<file path="config.mk">
export PLATFORM = sky130hd
export DESIGN_NAME = periodic_box_region_classifier_core
export DESIGN_NICKNAME = d
export VERILOG_FILES = /design/src/rtl/pbrc_pkg.sv /design/src/rtl/pbrc_cfg_regs.sv /design/src/rtl/pbrc_bounds.sv /design/src/rtl/pbrc_test.sv /design/src/rtl/periodic_box_region_classifier_core.sv
export SDC_FILE = /design/constraint.sdc
export NUM_CORES = 2
export LEC_CHECK = 0
export ABC_AREA = 1
export BUFFER_PORTS_ARGS = -buffer_cell sky130_fd_sc_hd__clkbuf_2
export CAP_MARGIN = 5
export CORE_UTILIZATION = 35
export DETAILED_ROUTE_END_ITERATION = 10
export PLACE_DENSITY = 0.59
export SETUP_SLACK_MARGIN = 0.05
export SKIP_CTS_REPAIR_TIMING = 1
export SLEW_MARGIN = 20
export SYNTH_ARGS = -nofsm -noshare
export SYNTH_HDL_FRONTEND = slang
export SYNTH_SLANG_ARGS = --single-unit
export TNS_END_PERCENT = 100
</file>
<file path="constraint.sdc">
create_clock -name clk_i -period 6.8 [get_ports clk_i]
set_input_delay 1.36 -clock clk_i [delete_from_list [all_inputs] [get_ports clk_i]]
set_output_delay 1.36 -clock clk_i [all_outputs]
set_load 0.01 [all_outputs]
</file>
<file path="src/rtl/pbrc_pkg.sv">
`timescale 1ns / 1ps
`default_nettype none
// Shared types, constants and helpers for the periodic box region classifier.
// No dependencies; imported by every module of the block but pbrc_checker.
package pbrc_pkg;

  // coordinate format: unsigned fixed point, one word per axis
  localparam int COORD_BITS = 20;
  localparam int NUM_AXES   = 3;
  localparam int PACK_BITS  = NUM_AXES * COORD_BITS;
  // signed working width: holds -2*2^C .. 3*2^C without overflow
  localparam int CALC_BITS  = COORD_BITS + 3;
  localparam int CLS_BITS   = 2;
  localparam int CFG_IDX_BITS = 3;

  typedef logic [COORD_BITS-1:0]       coord_t;
  typedef logic signed [CALC_BITS-1:0] calc_t;
  typedef logic [CLS_BITS-1:0]         cls_t;

  // resolution classes
  localparam cls_t CLS_FULL   = 2'd0;
  localparam cls_t CLS_HYBRID = 2'd1;

  // configuration register map
  typedef enum logic [CFG_IDX_BITS-1:0] {
    REG_REGION_LOW    = 3'd0,
    REG_REGION_HIGH   = 3'd1,
    REG_SHELL_WIDTH   = 3'd2,
    REG_DOMAIN_LENGTH = 3'd3,
    REG_CUTOFF_RADIUS = 3'd4
  } cfg_reg_e;

  // live configuration, one coordinate per axis except the single cutoff radius
  typedef struct packed {
    coord_t [NUM_AXES-1:0] lo;
    coord_t [NUM_AXES-1:0] hi;
    coord_t [NUM_AXES-1:0] sh;
    coord_t [NUM_AXES-1:0] len;
    coord_t                cut;
  } cfg_t;

  // one axis worth of candidate boxes, half-open [lo, hi)
  typedef struct packed {
    calc_t lo0;
    calc_t hi0;
    calc_t lo1;
    calc_t hi1;
    logic  use1;
  } axis_box_t;

  // item leaving the bounds stages
  typedef struct packed {
    logic                     valid;
    coord_t    [NUM_AXES-1:0] pos;
    axis_box_t [NUM_AXES-1:0] box;
  } box_item_t;

  // zero extend a coordinate into the signed working width
  function automatic calc_t ext(coord_t v);
    return calc_t'({{(CALC_BITS-COORD_BITS){1'b0}}, v});
  endfunction

endpackage
`default_nettype wire

</file>
<file path="src/rtl/pbrc_cfg_regs.sv">
`timescale 1ns / 1ps
`default_nettype none
// Configuration register file: decodes writes and unpacks per-axis fields.
// Depends on pbrc_pkg.
module pbrc_cfg_regs (
  input  logic                              clk_i,
  input  logic                              rst_ni,
  input  logic                              wr_en_i,
  input  logic [pbrc_pkg::CFG_IDX_BITS-1:0] wr_index_i,
  input  logic [pbrc_pkg::PACK_BITS-1:0]    wr_data_i,
  output pbrc_pkg::cfg_t                    cfg_o
);
  import pbrc_pkg::*;

  cfg_t                  cfg_q, cfg_d;
  coord_t [NUM_AXES-1:0] wr_axes;

  // split packed write data into axes, x in the low bits
  always_comb begin
    for (int d = 0; d < NUM_AXES; d++) begin
      wr_axes[d] = wr_data_i[d*COORD_BITS +: COORD_BITS];
    end
  end

  // register write decode
  always_comb begin
    cfg_d = cfg_q;
    if (wr_en_i) begin
      unique case (cfg_reg_e'(wr_index_i))
        REG_REGION_LOW:    cfg_d.lo  = wr_axes;
        REG_REGION_HIGH:   cfg_d.hi  = wr_axes;
        REG_SHELL_WIDTH:   cfg_d.sh  = wr_axes;
        REG_DOMAIN_LENGTH: cfg_d.len = wr_axes;
        REG_CUTOFF_RADIUS: cfg_d.cut = wr_axes[0];
        default:           cfg_d     = cfg_q;
      endcase
    end
  end

  always_ff @(posedge clk_i or negedge rst_ni) begin
    if (!rst_ni) begin
      cfg_q <= '0;
    end else begin
      cfg_q <= cfg_d;
    end
  end

  assign cfg_o = cfg_q;

endmodule
`default_nettype wire

</file>
<file path="src/rtl/pbrc_bounds.sv">
`timescale 1ns / 1ps
`default_nettype none
// Two pipeline stages that turn the region setup into per-axis candidate boxes:
// first the edge sums and fit checks, then box selection. Depends on pbrc_pkg.
module pbrc_bounds (
  input  logic                                       clk_i,
  input  logic                                       rst_ni,
  input  pbrc_pkg::cfg_t                             cfg_i,
  input  logic                                       valid_i,
  input  pbrc_pkg::coord_t [pbrc_pkg::NUM_AXES-1:0]  pos_i,
  input  pbrc_pkg::cls_t                             cls_i,
  output pbrc_pkg::box_item_t                        item_o
);
  import pbrc_pkg::*;

  // stage b registers
  logic                  b_valid_q;
  coord_t [NUM_AXES-1:0] b_pos_q;
  calc_t  [NUM_AXES-1:0] b_el_q, b_eh_q, b_ehl_q, b_ell_q, b_dlo_q, b_dhi_q;
  logic   [NUM_AXES-1:0] b_fits_q;
  logic                  b_direct_q;

  calc_t  [NUM_AXES-1:0] b_el_d, b_eh_d, b_ehl_d, b_ell_d, b_dlo_d, b_dhi_d;
  logic   [NUM_AXES-1:0] b_fits_d;
  logic                  b_direct_d;

  // stage c register
  box_item_t c_item_q, c_item_d;

  // edge sums: shell-widened edges, wrap offsets and cutoff-widened direct box
  always_comb begin
    logic  hybrid;
    calc_t lo_e, hi_e, sh_e, len_e, ssh, bo;
    hybrid = (cls_i == CLS_HYBRID);
    for (int d = 0; d < NUM_AXES; d++) begin
      lo_e  = ext(cfg_i.lo[d]);
      hi_e  = ext(cfg_i.hi[d]);
      sh_e  = ext(cfg_i.sh[d]);
      len_e = ext(cfg_i.len[d]);
      ssh   = hybrid ? sh_e : '0;
      bo    = (cfg_i.sh[d] == '0) ? ext(cfg_i.cut) : '0;
      b_el_d[d]   = lo_e - ssh;
      b_eh_d[d]   = hi_e + ssh;
      b_ehl_d[d]  = hi_e + ssh - len_e;
      b_ell_d[d]  = lo_e - ssh + len_e;
      b_dlo_d[d]  = lo_e - ssh - bo;
      b_dhi_d[d]  = hi_e + ssh + bo;
      b_fits_d[d] = (cfg_i.lo[d] >= cfg_i.sh[d]) && (hi_e + sh_e <= len_e);
    end
    b_direct_d = (&b_fits_d) && ((cls_i == CLS_FULL) || hybrid);
  end

  always_ff @(posedge clk_i or negedge rst_ni) begin
    if (!rst_ni) begin
      b_valid_q <= 1'b0;
    end else begin
      b_valid_q <= valid_i;
    end
  end

  always_ff @(posedge clk_i) begin
    b_pos_q    <= pos_i;
    b_el_q     <= b_el_d;
    b_eh_q     <= b_eh_d;
    b_ehl_q    <= b_ehl_d;
    b_ell_q    <= b_ell_d;
    b_dlo_q    <= b_dlo_d;
    b_dhi_q    <= b_dhi_d;
    b_fits_q   <= b_fits_d;
    b_direct_q <= b_direct_d;
  end

  // box selection: direct box, or clipped box plus wrapped image
  always_comb begin
    calc_t len_e;
    logic  below;
    c_item_d.valid = b_valid_q;
    c_item_d.pos   = b_pos_q;
    for (int d = 0; d < NUM_AXES; d++) begin
      len_e = ext(cfg_i.len[d]);
      below = b_el_q[d][CALC_BITS-1];
      if (b_direct_q) begin
        c_item_d.box[d].lo0  = b_dlo_q[d];
        c_item_d.box[d].hi0  = b_dhi_q[d];
        c_item_d.box[d].lo1  = '0;
        c_item_d.box[d].hi1  = '0;
        c_item_d.box[d].use1 = 1'b0;
      end else begin
        c_item_d.box[d].lo0  = below ? '0 : b_el_q[d];
        c_item_d.box[d].hi0  = (b_eh_q[d] < len_e) ? b_eh_q[d] : len_e;
        c_item_d.box[d].lo1  = below ? b_ell_q[d] : '0;
        c_item_d.box[d].hi1  = (below ? len_e : '0)
                             + ((b_ehl_q[d] > 0) ? b_ehl_q[d] : '0);
        c_item_d.box[d].use1 = !b_fits_q[d];
      end
    end
  end

  always_ff @(posedge clk_i or negedge rst_ni) begin
    if (!rst_ni) begin
      c_item_q <= '0;
    end else begin
      c_item_q <= c_item_d;
    end
  end

  assign item_o = c_item_q;

endmodule
`default_nettype wire

</file>
<file path="src/rtl/pbrc_test.sv">
`timescale 1ns / 1ps
`default_nettype none
// Final stage: point-in-box compares per axis, combined into the registered result.
// Depends on pbrc_pkg.
module pbrc_test (
  input  logic                clk_i,
  input  logic                rst_ni,
  input  pbrc_pkg::box_item_t item_i,
  output logic                done_o,
  output logic                inside_o
);
  import pbrc_pkg::*;

  logic done_q, inside_q, inside_d;

  // per-axis hit on either box, all axes must hit
  always_comb begin
    calc_t p;
    logic  hit0, hit1;
    inside_d = item_i.valid;
    for (int d = 0; d < NUM_AXES; d++) begin
      p    = ext(item_i.pos[d]);
      hit0 = (p >= item_i.box[d].lo0) && (p < item_i.box[d].hi0);
      hit1 = item_i.box[d].use1 && (p >= item_i.box[d].lo1) && (p < item_i.box[d].hi1);
      inside_d = inside_d && (hit0 || hit1);
    end
  end

  always_ff @(posedge clk_i or negedge rst_ni) begin
    if (!rst_ni) begin
      done_q   <= 1'b0;
      inside_q <= 1'b0;
    end else begin
      done_q   <= item_i.valid;
      inside_q <= inside_d;
    end
  end

  assign done_o   = done_q;
  assign inside_o = inside_q;

endmodule
`default_nettype wire

</file>
<file path="src/rtl/periodic_box_region_classifier_core.sv">
`timescale 1ns / 1ps
`default_nettype none
// Periodic box region classifier. One position is taken every clock cycle (busy_o
// stays low) and its answer is strobed on inside_res_o with done_o once it has
// passed, in order, the input register, edge sums, box selection and compare
// registers. The strobe lasts one cycle and cannot be held off. Register writes
// take effect on the next cycle and apply to every item in flight that has not
// yet left box selection, so write them only with the pipeline empty.
// Depends on pbrc_pkg, pbrc_cfg_regs, pbrc_bounds and pbrc_test.
module periodic_box_region_classifier_core (
  input  logic                              clk_i,
  input  logic                              rst_ni,
  input  logic                              start_i,
  output logic                              busy_o,
  input  pbrc_pkg::coord_t                  pos_x_i,
  input  pbrc_pkg::coord_t                  pos_y_i,
  input  pbrc_pkg::coord_t                  pos_z_i,
  input  pbrc_pkg::cls_t                    resolution_class_i,
  output logic                              done_o,
  output logic                              inside_res_o,
  input  logic                              cfg_valid_i,
  output logic                              cfg_ready_o,
  input  logic [pbrc_pkg::CFG_IDX_BITS-1:0] cfg_index_i,
  input  logic [pbrc_pkg::PACK_BITS-1:0]    cfg_data_i
);
  import pbrc_pkg::*;

  cfg_t                  cfg;
  box_item_t             box_item;
  logic                  a_valid_q;
  coord_t [NUM_AXES-1:0] a_pos_q;
  cls_t                  a_cls_q;

  // always ready on both channels
  assign busy_o      = 1'b0;
  assign cfg_ready_o = 1'b1;

  pbrc_cfg_regs u_cfg_regs (
    .clk_i      (clk_i),
    .rst_ni     (rst_ni),
    .wr_en_i    (cfg_valid_i && cfg_ready_o),
    .wr_index_i (cfg_index_i),
    .wr_data_i  (cfg_data_i),
    .cfg_o      (cfg)
  );

  // input register stage
  always_ff @(posedge clk_i or negedge rst_ni) begin
    if (!rst_ni) begin
      a_valid_q <= 1'b0;
    end else begin
      a_valid_q <= start_i && !busy_o;
    end
  end

  always_ff @(posedge clk_i) begin
    a_pos_q <= {pos_z_i, pos_y_i, pos_x_i};
    a_cls_q <= resolution_class_i;
  end

  pbrc_bounds u_bounds (
    .clk_i   (clk_i),
    .rst_ni  (rst_ni),
    .cfg_i   (cfg),
    .valid_i (a_valid_q),
    .pos_i   (a_pos_q),
    .cls_i   (a_cls_q),
    .item_o  (box_item)
  );

  pbrc_test u_test (
    .clk_i    (clk_i),
    .rst_ni   (rst_ni),
    .item_i   (box_item),
    .done_o   (done_o),
    .inside_o (inside_res_o)
  );

endmodule
`default_nettype wire

</file>
======== Yosys cells after proc, flatten, opt, wreduce, memory -nomap -nowiden ========
Index checks and enable logic that the tools add are counted.
word-level totals
  bits in registers ....................... 1144
  logic and storage cells ................. 174
  bits of input ports ..................... 129
  output and inout bits ................... 4
cells by class
  reductions and logical operators ........ 34
  equal/unequal tests ..................... 5
  muxes and demuxes ....................... 24
  $add $sub $neg .......................... 24
  order comparisons ....................... 24
operators with widths
  cell                 number
  $mux 93              3
  $mux 23              9
  $mux 20              9
  $add 23x23->23       6
  $ge 21x23->1         6
  $lt 21x23->1         6
  $add 21x23->23       3
  $add 23x21->23       3
  $gt 23x1->1 const B  3
  $le 23x21->1         3
  $lt 23x21->1         3
  $sub 21x23->23       3
  $sub 23x21->23       3
  $sub 23x23->23       3
  $mux 22              3
  $add 20x20->21       3
  $ge 20x20->1         3
  $logic_not 20->1     3
  $logic_and 1x1->1    16
  $reduce_and 2->1     5
  $eq 3x2->1 const B   2
  $logic_or 1x1->1     4
  $eq 3x1->1 const B   1
  $eq 3x3->1 const B   1
  other kinds (5)      7

======== Longest topological paths before layout ========
  depth after elaboration ................. 7
  depth in mapped cells ................... 28
  depth with buffers taken out ............ 27

======== Modules after synthesis ========
A second synthesis with hierarchy kept.
second synthesis, totals
  cells, all modules ...................... 8907
  area, all modules ....................... 69006.2 um^2
modules (own cells, without submodules)
  module                               instances  area each (um^2)  sequential area each (um^2)  cells each
  pbrc_bounds                          1          50712.4           17396.7                      6548
  pbrc_cfg_regs                        1          10119.7           6506.2                       1133
  pbrc_test                            1          6885.4            50.0                         1159
  periodic_box_region_classifier_core  1          1288.7            1266.2                       67

======== Worst setup path before layout ========
Ideal clock, no wire load.
  kind .................................... flip-flop to flip-flop
  start point ............................. register a_cls_q[1]
  end point ............................... register u_bounds.b_ehl_q[65] (netlist name)
  required time ........................... 6.680 ns
  path buffers ............................ 1
  path slack .............................. 3.160 ns
  setup time .............................. 0.120 ns
  period minus slack after synthesis ...... 3.640 ns
  stages on the path, launching flop included .. 22
  data arrival time ....................... 3.520 ns
  cell sequence ........................... dfxtp_1 -> inv_1 -> nand2_1 -> clkbuf_1 -> nor2_1 -> ha_1 -> fa_1 -> nand3_1 -> nand2_1 -> a21boi_2 -> inv_1 -> a21oi_1 -> o21ai_0 -> xor2_1 -> ha_1 -> a21oi_1 -> o21ai_0 -> a21oi_1 -> nand3_1 -> nand3_1 -> nand2_1 -> xor2_1
RTL lines
  item                    RTL line                                   source
  start, declared         periodic_box_region_classifier_core.sv:32  cls_t a_cls_q;
  start signal, assigned  periodic_box_region_classifier_core.sv:58  a_cls_q <= resolution_class_i;
  end signal, assigned    pbrc_bounds.sv:65                          b_ehl_q <= b_ehl_d;
  end, declared           pbrc_bounds.sv:19                          calc_t [NUM_AXES-1:0] b_el_q, b_eh_q, b_ehl_q, b_ell_q, b_dlo_q, b_dhi_q;

==> impl_metrics.toml <==
[drt]
antenna_left = 0
dr.first_iter.drc_count = 5498
drc = 0
via_per_inst = 5.14
wl_per_cell_um = 21.6
vias = 61663
drt-pass1-iter-count = 5
routed_wl_um = 259000

[logic_synthesis]
synth_area_sq_mm = 0.0702
synth_top_area_share_pct = 21.4
synthMostInstantiatedCell = "nand2_1"
syn_nets = 10126
yosysSeqAreaShare_pct = 36.5
syn_inst = 9082
yosysWarnings = 0
synth-seq-cells = 1132
synth_common_cells = "nand2_1, inv_1, ha_1, nor2_1, a21oi_1"
synth_top_area_cell = "dfrtp_1"
synth.area.top_cells = "dfrtp_1, ha_1, dfxtp_1"
avgSynthCellArea_sq_um = 7.73
synth_edf_count = 0
synth_cell_types = 61
synth-main-ff-cell = "dfrtp_1"
async_flop_share_pct = 53.1

[global_route]
grt_pass1_vias = 59215
grt_max_degree = 138
grt.total_usage_pct = 25.2
antenna_found_initial = 17
grt_pass1_wl_um = 383000
gr-total-overflow = 0

[finish]
fill_cells = 20681
final_nets = 10270
final_layout_size_suffix_gt1_share_pct = 5.97
area_delta_synth_final_pct = 12.0
fin_area_sq_mm = 0.0786

[timing]
finalSetupTns_ns = 0
tightest_slew_ns = 1.14
max_freq_mhz = 192
slew_headroom_pct = 23.1
fin_ws_ns = 1.60
slew_violations = 0
post-route-period-util_pct = 76.5
hold_ws_ns = 0.324
period_needed_ns = 5.20
finalSetupViolCount = 0
rsz0062_at_grt = "false"
clock_skew_ns = 0.0352
hold_viol = 0

[die]
die_x_um = 450
ios = 133
dieArea_sq_mm = 0.202
coreArea_sq_mm = 0.200
rows = 164
die_h_um = 450
initial_core_util_pct = 35.2

[place]
globalplace.congestion = 1.00
dp_hpwl_um = 212000
place_ws_ns = 1.71
io_buffers = 130
place_area_sq_mm = 0.0739

[setup_path]
critPathMaxFanout = 43
crit_required_ns = 7.50
path_class = "reg2reg"
cp.arrival_ns = 5.90
cp-start-kind = "flop"
endpoint_kind = "flop"

[clocking]
root_buffer = "clkbuf_16"
cts_made_buffers = 136
clockBufferDepth = 3
cts_tree = "built"
path_clk_slew_ns = 0.06
cts_sinks = 1132
htree_levels = 4
clkLatencyLatePin_ns = 0.82

[pwr]
power_density_mw_per_mm2 = 456
power.leakage_nw = 39.7
ir_drop_mv = 0.346
total_power_w = 0.0358

[status]
outcome = "finished, final reports clean"

[worst_hold_path]
min_path_type = "reg2reg"

[flow_run]
maxCapViolCount = 0
==> cell usage in the layout (no fill, tap or decap), types with 25 or more instances in the layout <==
| master | n |
|---|---|
| nand3_1 | 252 |
| a21oi_1 | 753 |
| dfrtp_1 | 601 |
| inv_1 | 1246 |
| clkbuf_16 | 141 |
| clkbuf_2 | 129 |
| dfxtp_1 | 530 |
| a21o_1 | 69 |
| ha_1 | 891 |
| o211ai_1 | 34 |
| o21ai_1 | 92 |
| nand4_1 | 137 |
| xnor2_1 | 106 |
| nand2_1 | 1975 |
| o21bai_1 | 33 |
| nor2_1 | 833 |
| nor4_1 | 51 |
| clkbuf_1 | 25 |
| o21a_1 | 27 |
| o21ai_0 | 690 |
| nor3_1 | 59 |
| xor2_1 | 267 |
| a21oi_2 | 30 |
==> critical path: stages (launching register included) <==
cell and delay, ns:
dfxtp_1 0.30, inv_1 0.09, nand2_2 0.54, nor2_1 0.50, inv_1 0.14, ha_1 0.30, inv_1 0.06, o31ai_1 0.55
a21oi_1 0.23, o21bai_1 0.22, xor2_1 0.61, ha_1 0.39, nand2_1 0.17, nor4_1 0.45, nand4_1 0.14, nand3_1 0.13
xor2_1 0.24
==> path summary, 6_finish.rpt <==
check / start / end / slack, ns / cells past startpoint
max in group asynchronous: rst_ni / u_cfg_regs.cfg_o[146] / 4.86 / 2
hold / removal: a_pos_q[23] / u_bounds.b_pos_q[23] / 0.32 / 0
hold reg to reg: a_pos_q[23] / u_bounds.b_pos_q[23] / 0.32 / 0
setup / recovery: a_cls_q[1] / u_bounds.b_ell_q[63] / 1.60 / 16
setup reg to reg: a_cls_q[1] / u_bounds.b_ell_q[63] / 1.60 / 16
min in group asynchronous: rst_ni / u_bounds.item_o[330] / 0.54 / 1
==> power breakdown <==
| part | leakage [nW] | switching [W] | internal (W) |
|---|---|---|---|
| Sequential | 12.0 | 0.00139 | 0.00895 |
| Combinational | 25.4 | 0.0122 | 0.00574 |
| Clock | 2.29 | 0.00318 | 0.00438 |
==> state kept, by name, indices dropped and copies added (netlist names), 2 cells and up <==
| name | count |
|---|---|
| u_bounds.b_el_q | 69 |
| a_cls_q | 2 |
| u_bounds.b_ehl_q | 69 |
| u_bounds.b_pos_q | 60 |
| u_cfg_regs.cfg_o | 260 |
| u_bounds.b_eh_q | 63 |
| a_pos_q | 60 |
| u_bounds.b_dlo_q | 69 |
| u_bounds.b_fits_q | 3 |
| u_bounds.b_ell_q | 69 |
| u_bounds.item_o | 337 |
| u_bounds.b_dhi_q | 66 |
==> cells by family after synthesis <==
family	count (synthesis)	synth area share, %
and+or+nand+nor	3401	20.0
adders and majority gates	915	16.6
DFF	1132	36.5
AOI/OAI and AO/OA	1842	14.5
other	2	0.0107
xor gates and xnor gates	376	4.72
buffers and inverters	1414	7.63
==> final cells by class <==
class | count | area, sq um | share of cell area [%]
Antenna cell | 7 | 17.5 | 0.0223
Sequential cell | 1132 | 25700 | 32.6
Clock buffer | 187 | 3910 | 4.97
Clock inverter | 64 | 796 | 1.01
Inverter | 1263 | 4740 | 6.03
Timing Repair Buffer | 157 | 913 | 1.16
Tap cell | 2656 | 3320 | 4.23
Multi-Input combinational cell | 6536 | 39300 | 49.9
==> per-layer routing <==
layer,global-route usage [%],vias to the layer above,routed length (um)
met3,3.52,278,17200
met5,0,-,27
li1,-,30092,-
met4,6.10,4,5630
met2,35.7,1882,103000
met1,39.4,29407,133000
==> stage by stage <==
step                      utilization, %  std cells
after floorplan                        -       9082
after global placement              37.0      11744
after detailed placement            37.0      11744
after CTS                           39.4      11995
after global routing                39.4      11996
final                               39.4      12002
Power figures use the tool's default switching activity.
